===== src/sv/tocq_pkg.sv =====
// tocq_pkg: shared types and codes for the timestamp ordered channel queues
// used by tocq_ctrl, tocq_datapath and timestamp_ordered_channel_queues
// no dependencies
package tocq_pkg;

   // field widths of one beat
   localparam int unsigned CHAN_W   = 2;
   localparam int unsigned TS_W     = 64;
   localparam int unsigned PL_W     = 32;
   localparam int unsigned STATUS_W = 2;
   localparam int unsigned TDATA_W  = 104;

   // action codes on req_tuser
   localparam logic ACT_PUSH = 1'b0;
   localparam logic ACT_POP  = 1'b1;

   // status codes on rsp_tuser
   localparam logic [STATUS_W-1:0] ST_PUSHED    = 2'd0;
   localparam logic [STATUS_W-1:0] ST_OVERWRITE = 2'd1;
   localparam logic [STATUS_W-1:0] ST_POPPED    = 2'd2;
   localparam logic [STATUS_W-1:0] ST_EMPTY     = 2'd3;

   // channel select source for the position and memory address path
   localparam logic [1:0] SEL_ITEM = 2'd0;
   localparam logic [1:0] SEL_SCAN = 2'd1;
   localparam logic [1:0] SEL_BEST = 2'd2;

   // controller to datapath
   typedef struct packed {
      logic       capture;
      logic       scan_issue;
      logic       do_push;
      logic       do_pop;
      logic [1:0] sel_src;
   } ctl_cmd_type;

   // datapath to controller
   typedef struct packed {
      logic item_pop;
      logic scan_last;
      logic rsp_free;
   } ctl_sts_type;

endpackage


===== src/sv/tocq_ctrl.sv =====
// tocq_ctrl: sequencer for push and pop beats
// depends on tocq_pkg for the command and status structs
module tocq_ctrl (
   input  logic                 clock,
   input  logic                 reset,
   input  logic                 req_tvalid,
   output logic                 req_tready,
   input  tocq_pkg::ctl_sts_type sts,
   output tocq_pkg::ctl_cmd_type cmd
);

   localparam logic [2:0] S_IDLE  = 3'd0;
   localparam logic [2:0] S_PUSH  = 3'd1;
   localparam logic [2:0] S_SCAN  = 3'd2;
   localparam logic [2:0] S_DRAIN = 3'd3;
   localparam logic [2:0] S_POP   = 3'd4;

   logic [2:0] state_ff;
   logic [2:0] state_in;

   assign req_tready = (state_ff == S_IDLE);

   // next state and commands
   always_comb begin
      state_in       = state_ff;
      cmd.capture    = 1'b0;
      cmd.scan_issue = 1'b0;
      cmd.do_push    = 1'b0;
      cmd.do_pop     = 1'b0;
      cmd.sel_src    = tocq_pkg::SEL_ITEM;
      case (state_ff)
         S_IDLE: begin
            if (req_tvalid) begin
               cmd.capture = 1'b1;
               state_in    = S_PUSH;
            end
         end
         S_PUSH: begin
            // item registers hold the beat now; pop goes to the head scan
            if (sts.item_pop) begin
               state_in = S_SCAN;
            end else if (sts.rsp_free) begin
               cmd.do_push = 1'b1;
               state_in    = S_IDLE;
            end
         end
         S_SCAN: begin
            cmd.sel_src    = tocq_pkg::SEL_SCAN;
            cmd.scan_issue = 1'b1;
            if (sts.scan_last) begin
               state_in = S_DRAIN;
            end
         end
         S_DRAIN: begin
            state_in = S_POP;
         end
         S_POP: begin
            cmd.sel_src = tocq_pkg::SEL_BEST;
            if (sts.rsp_free) begin
               cmd.do_pop = 1'b1;
               state_in   = S_IDLE;
            end
         end
         default: begin
            state_in = S_IDLE;
         end
      endcase
   end

   // state register
   always_ff @(posedge clock) begin
      if (reset) begin
         state_ff <= S_IDLE;
      end else begin
         state_ff <= state_in;
      end
   end

endmodule


===== config.mk =====
export PLATFORM = sky130hd
export DESIGN_NAME = tocq_ctrl
export DESIGN_NICKNAME = d
export VERILOG_FILES = /design/src/sv/tocq_pkg.sv /design/src/sv/tocq_ctrl.sv
export SDC_FILE = /design/constraint.sdc
export NUM_CORES = 1
export LEC_CHECK = 0
export BUFFER_PORTS_ARGS = -buffer_cell sky130_fd_sc_hd__buf_2
export CAP_MARGIN = 30
export CORE_AREA = 3 3 40 42
export CTS_CLUSTER_SIZE = 14
export DETAILED_ROUTE_END_ITERATION = 10
export DIE_AREA = 0 0 43 45
export GPL_TIMING_DRIVEN = 0
export MAX_ROUTING_LAYER = met4
export PLACE_DENSITY = 0.45
export SLEW_MARGIN = 40
export SYNTH_ARGS = -nofsm -noshare
export SYNTH_HDL_FRONTEND = slang
export SYNTH_SLANG_ARGS = --single-unit

===== constraint.sdc =====
create_clock -name clock -period 1.3 [get_ports clock]
set_input_delay 0.325 -clock clock [delete_from_list [all_inputs] [get_ports clock]]
set_output_delay 0.325 -clock clock [all_outputs]
set_load 0.03 [all_outputs]

==> results.md <==
- The run finished, with violations left.
- The checks that failed: setup timing.
- The worst slack at placement is -47.2 ps.
- After global routing the overflow that remains totals 0.
- The core region is 1280 sq um.
- The largest register by flop count is state_ff.
- The final count of hold timing violations is 0.
- The number of optimization iterations in the first detailed-route pass is 2.
- The post-synthesis area per instance is 8.82 sq um.
- The clock skew after layout is 1.02 ps.
- The count of max-cap constraint violations is 0.
- The maximum single-stage delay on the critical path is 390 ps.
- The post-synthesis cell count is 22.
- The dominant delay contributor by cell family on the critical path is simple AND/OR/NAND/NOR gates.
- Summing every instance area after synthesis gives 194 sq um.
- Summing the areas of all fa, ha and maj instances in the mapped netlist gives 0% of the synthesized area.
- The sort of element at the start of the critical path is a register.
- Setup repair after global routing could not meet its margin everywhere.
- The vertical extent of the die is 45 um.
- The clock tree from TritonCTS is built.
- Entering global routing, the biggest net connects 9 pins.
- Traced cell by cell, the critical path runs through or2b_1, nor2_2, buf_6.
- In this run, the number of DRC markers left after iteration 0 of detailed routing was 1.
- The top cell types in the final layout, fill and taps aside, are sky130_fd_sc_hd__buf_4 (8), sky130_fd_sc_hd__buf_6 (7), sky130_fd_sc_hd__buf_2 (5).
- The clock passes through at most 2 buffers.
- In this run the worst setup path begins at state_ff[1].
- The origin of the critical flop-to-flop path is state_ff[1].
- In the synthesized netlist, mux cells make up 5.16% of the area.
- Across all hold checks on the routed design, the worst slack comes to 315 ps.
- For this design the ratio of total power to cell area is 879 nW/um^2.
- The largest registers in the layout are state_ff (3).
- The average detailed-routed wire length per instance is 11.8 um.
- The critical path start-end classification is reg -> out.
- Clock latency on the worst-skew pair, taken at its later pin, is 230 ps.
- The maximum net fanout on the critical path is 6.
- Headroom to the max-slew limit came out at 85.2%.
- At the worst endpoint, the required time is 980 ps.
- The path with the worst hold slack has its endpoint at state_ff[1].
- The filler cells instantiated in the layout total 126.
- The x dimension of the die is 43 um.
- The commonest non-fill, non-tap cell in the layout is sky130_fd_sc_hd__buf_4.
- The share of post-route cells with drive strength above 1 is 77.8%.
- The setup slack of the critical path after layout is -190 ps.
- The fraction of the yosys area taken by sequential cells is 31.0%.
- The Yosys step of the flow raised 0 warnings.
- The flip-flop count of the largest register, all copies and words added is 3.
- The area growth from synthesis to layout is 132%.
- The total global-route track usage is 9.51%.
- In this run the register-to-register setup slack is -30 ps.
- The area fraction in compound gates after synthesis is 16.1%.
- Counting distinct cell types in the post-synthesis netlist gives 17.
- The actual transition at the worst max-transition pin is 219 ps.
- The worst hold path passes through 2 cells.
- The total nets after synthesis is 28.
- The share of the clock period used by the worst path after layout is 115%.
- The via count of the first global-routing pass came to 299.
- The number of port buffers is 12.
- The cell with the largest stage delay on the worst path is sky130_fd_sc_hd__dfxtp_4.
- In this run the static leakage power is 0.204 nW.
- The number of buffers and inverters on the critical path is 1.
- The post-DP HPWL is 429 um.
- The congestion estimate from routability-driven global placement came to 0.647.
- The deepest level of the CTS H-tree is 1.
- The count of inserted antenna diode cells is 0.
- By area, the combinational part of the netlist is dominated by simple AND/OR/NAND/NOR gates.
- Of the total synthesized cell area, the portion taken by XOR and XNOR cells is 0%.
- The worst setup path is captured at an output pin.
- The cell sitting at the root of the clock tree is a sky130_fd_sc_hd__clkbuf_4.
- The max-slew violation count is 0.
- The number of cells on the worst reg-to-reg path is 3.
- The total DRC errors in the routed layout is 0.
- The worst min-delay path startpoint is reset.
- The worst min-delay path category is in -> reg.
- The simple-gate area share of the yosys netlist is 45.2%.
- After layout, the minimum clock period comes to 1490 ps.
- The number of setup violations in the final report is 8.
- The initial utilization of the core area, before any placement, comes to 15.1%.
- The floorplan row count is 13.
- The number of I/O pins is 13.
- After clock tree synthesis, the clock-pin slew on the worst setup and hold paths is 40 ps.
- At the worst endpoint, the arrival time is 1170 ps.
- IR analysis of the VDD net gives a maximum drop of 0.281 mV.
- The number of antenna violations at the first check in global routing is 0.
- After the last flow step, the layout net total stands at 52.
- The die covers 1940 sq um.
- The first-pass GRT wire length is 1.30 mm.
- The number of vias in the routed layout is 259.
- In this run, CTS created clock tree buffers numbering 3.
- The number of nets with antenna violations after detailed routing is 0.
- The total wirelength of the detailed-routed design is 709 um.
- The clock sink total is 3.
- The flip-flop and latch count after synthesis is 3.
- The top achievable clock speed is 671 MHz.
- The worst register-to-register path ends at state_ff[0].
- In the routed layout, each cell is associated on average with a via count of 4.32.
## per-stage QoR
| step | util, % | total power [mW] | cell area [sq um] | instances | setup TNS (ps) |
|---|---|---|---|---|---|
| finish | 35.0 | 0.395 | 449 | 60 | -1070 |
| global route | 35.0 | 0.431 | 449 | 60 | -1530 |
| CTS | 32.8 | 0.396 | 422 | 58 | -1170 |
| detailed placement | 24.9 | 0.203 | 320 | 49 | -139 |
| global placement | 24.9 | 0.202 | 320 | 49 | -68.5 |
| floorplan | - | 0.174 | 241 | 22 | -272 |
## worst register-to-register path, cell delays in order (launching register included)
cell and delay [ps]:
sky130_fd_sc_hd__dfxtp_4 370, sky130_fd_sc_hd__buf_4 150, sky130_fd_sc_hd__or4b_4 530, sky130_fd_sc_hd__o32ai_2 190
## per-layer routing
layer | up-vias | GRT usage (%) | part of all wire (%)
met3 | 0 | 2.79 | 4.8
li1 | 128 | - | -
met5 | - | - | 0
met2 | 11 | 14.4 | 54
met4 | 0 | 7.23 | 0
met1 | 120 | 10.6 | 41
## how the worst max path moves through the flow
stage          slack, ps  endpoint  cells past startpoint
2_1_floorplan       -140    cmd[2]                      3
3_3_place_gp         -20    cmd[2]                      4
3_5_place_dp         -50    cmd[0]                      3
4_1_cts             -200    cmd[2]                      4
5_1_grt             -260    cmd[2]                      4
6_report            -190    cmd[0]                      3
## repair_timing
action | CTS | global route
resized for setup | 13 | 5
pin swaps | 3 | 1
setup buffers | 5 | 2
hold buffers | 0 | 0
setup endpoints to repair | 7 | 8
## cell usage after synthesis
library cell	number	area, sq um
sky130_fd_sc_hd__dfxtp_1	3	60.1
sky130_fd_sc_hd__nor2_1	3	11.3
sky130_fd_sc_hd__and2_1	2	12.5
sky130_fd_sc_hd__a211oi_1	1	7.51
sky130_fd_sc_hd__a21o_1	1	7.51
sky130_fd_sc_hd__buf_2	1	5.00
sky130_fd_sc_hd__mux2i_1	1	10.0
sky130_fd_sc_hd__nand2_1	1	3.75
sky130_fd_sc_hd__nand3b_1	1	7.51
sky130_fd_sc_hd__nor3_1	1	5.00
sky130_fd_sc_hd__nor3b_1	1	7.51
sky130_fd_sc_hd__nor4_1	1	6.26
sky130_fd_sc_hd__nor4bb_1	1	10.0
sky130_fd_sc_hd__o32ai_2	1	16.3
sky130_fd_sc_hd__or2b_1	1	7.51
sky130_fd_sc_hd__or3_1	1	6.26
sky130_fd_sc_hd__or4b_1	1	10.0
## where the power goes
group | total (mW) | switching (mW) | internal (mW)
clock network | 0.162 | 0.0469 | 0.115
registers | 0.111 | 0.0138 | 0.0977
logic | 0.122 | 0.0573 | 0.0644
## cells by family (layout without fill, tap and decap cells)
kind of cell           after synthesis  in the layout
and+or+nand+nor                     14             14
muxes                                1              1
AOI/OAI and AO/OA                    3              3
buffers and inverters                1             24
DFF                                  3              3
## layout make-up
| type | count | area, sq um | share of cell area [%] |
|---|---|---|---|
| Buffer | 1 | 11.3 | 2.51 |
| Clock buffer | 4 | 26.3 | 5.85 |
| Multi-Input combinational cell | 18 | 171 | 38.2 |
| Tap cell | 15 | 18.8 | 4.18 |
| Timing Repair Buffer | 19 | 153 | 34.0 |
| Sequential cell | 3 | 68.8 | 15.3 |
Power figures use the tool's default switching activity.
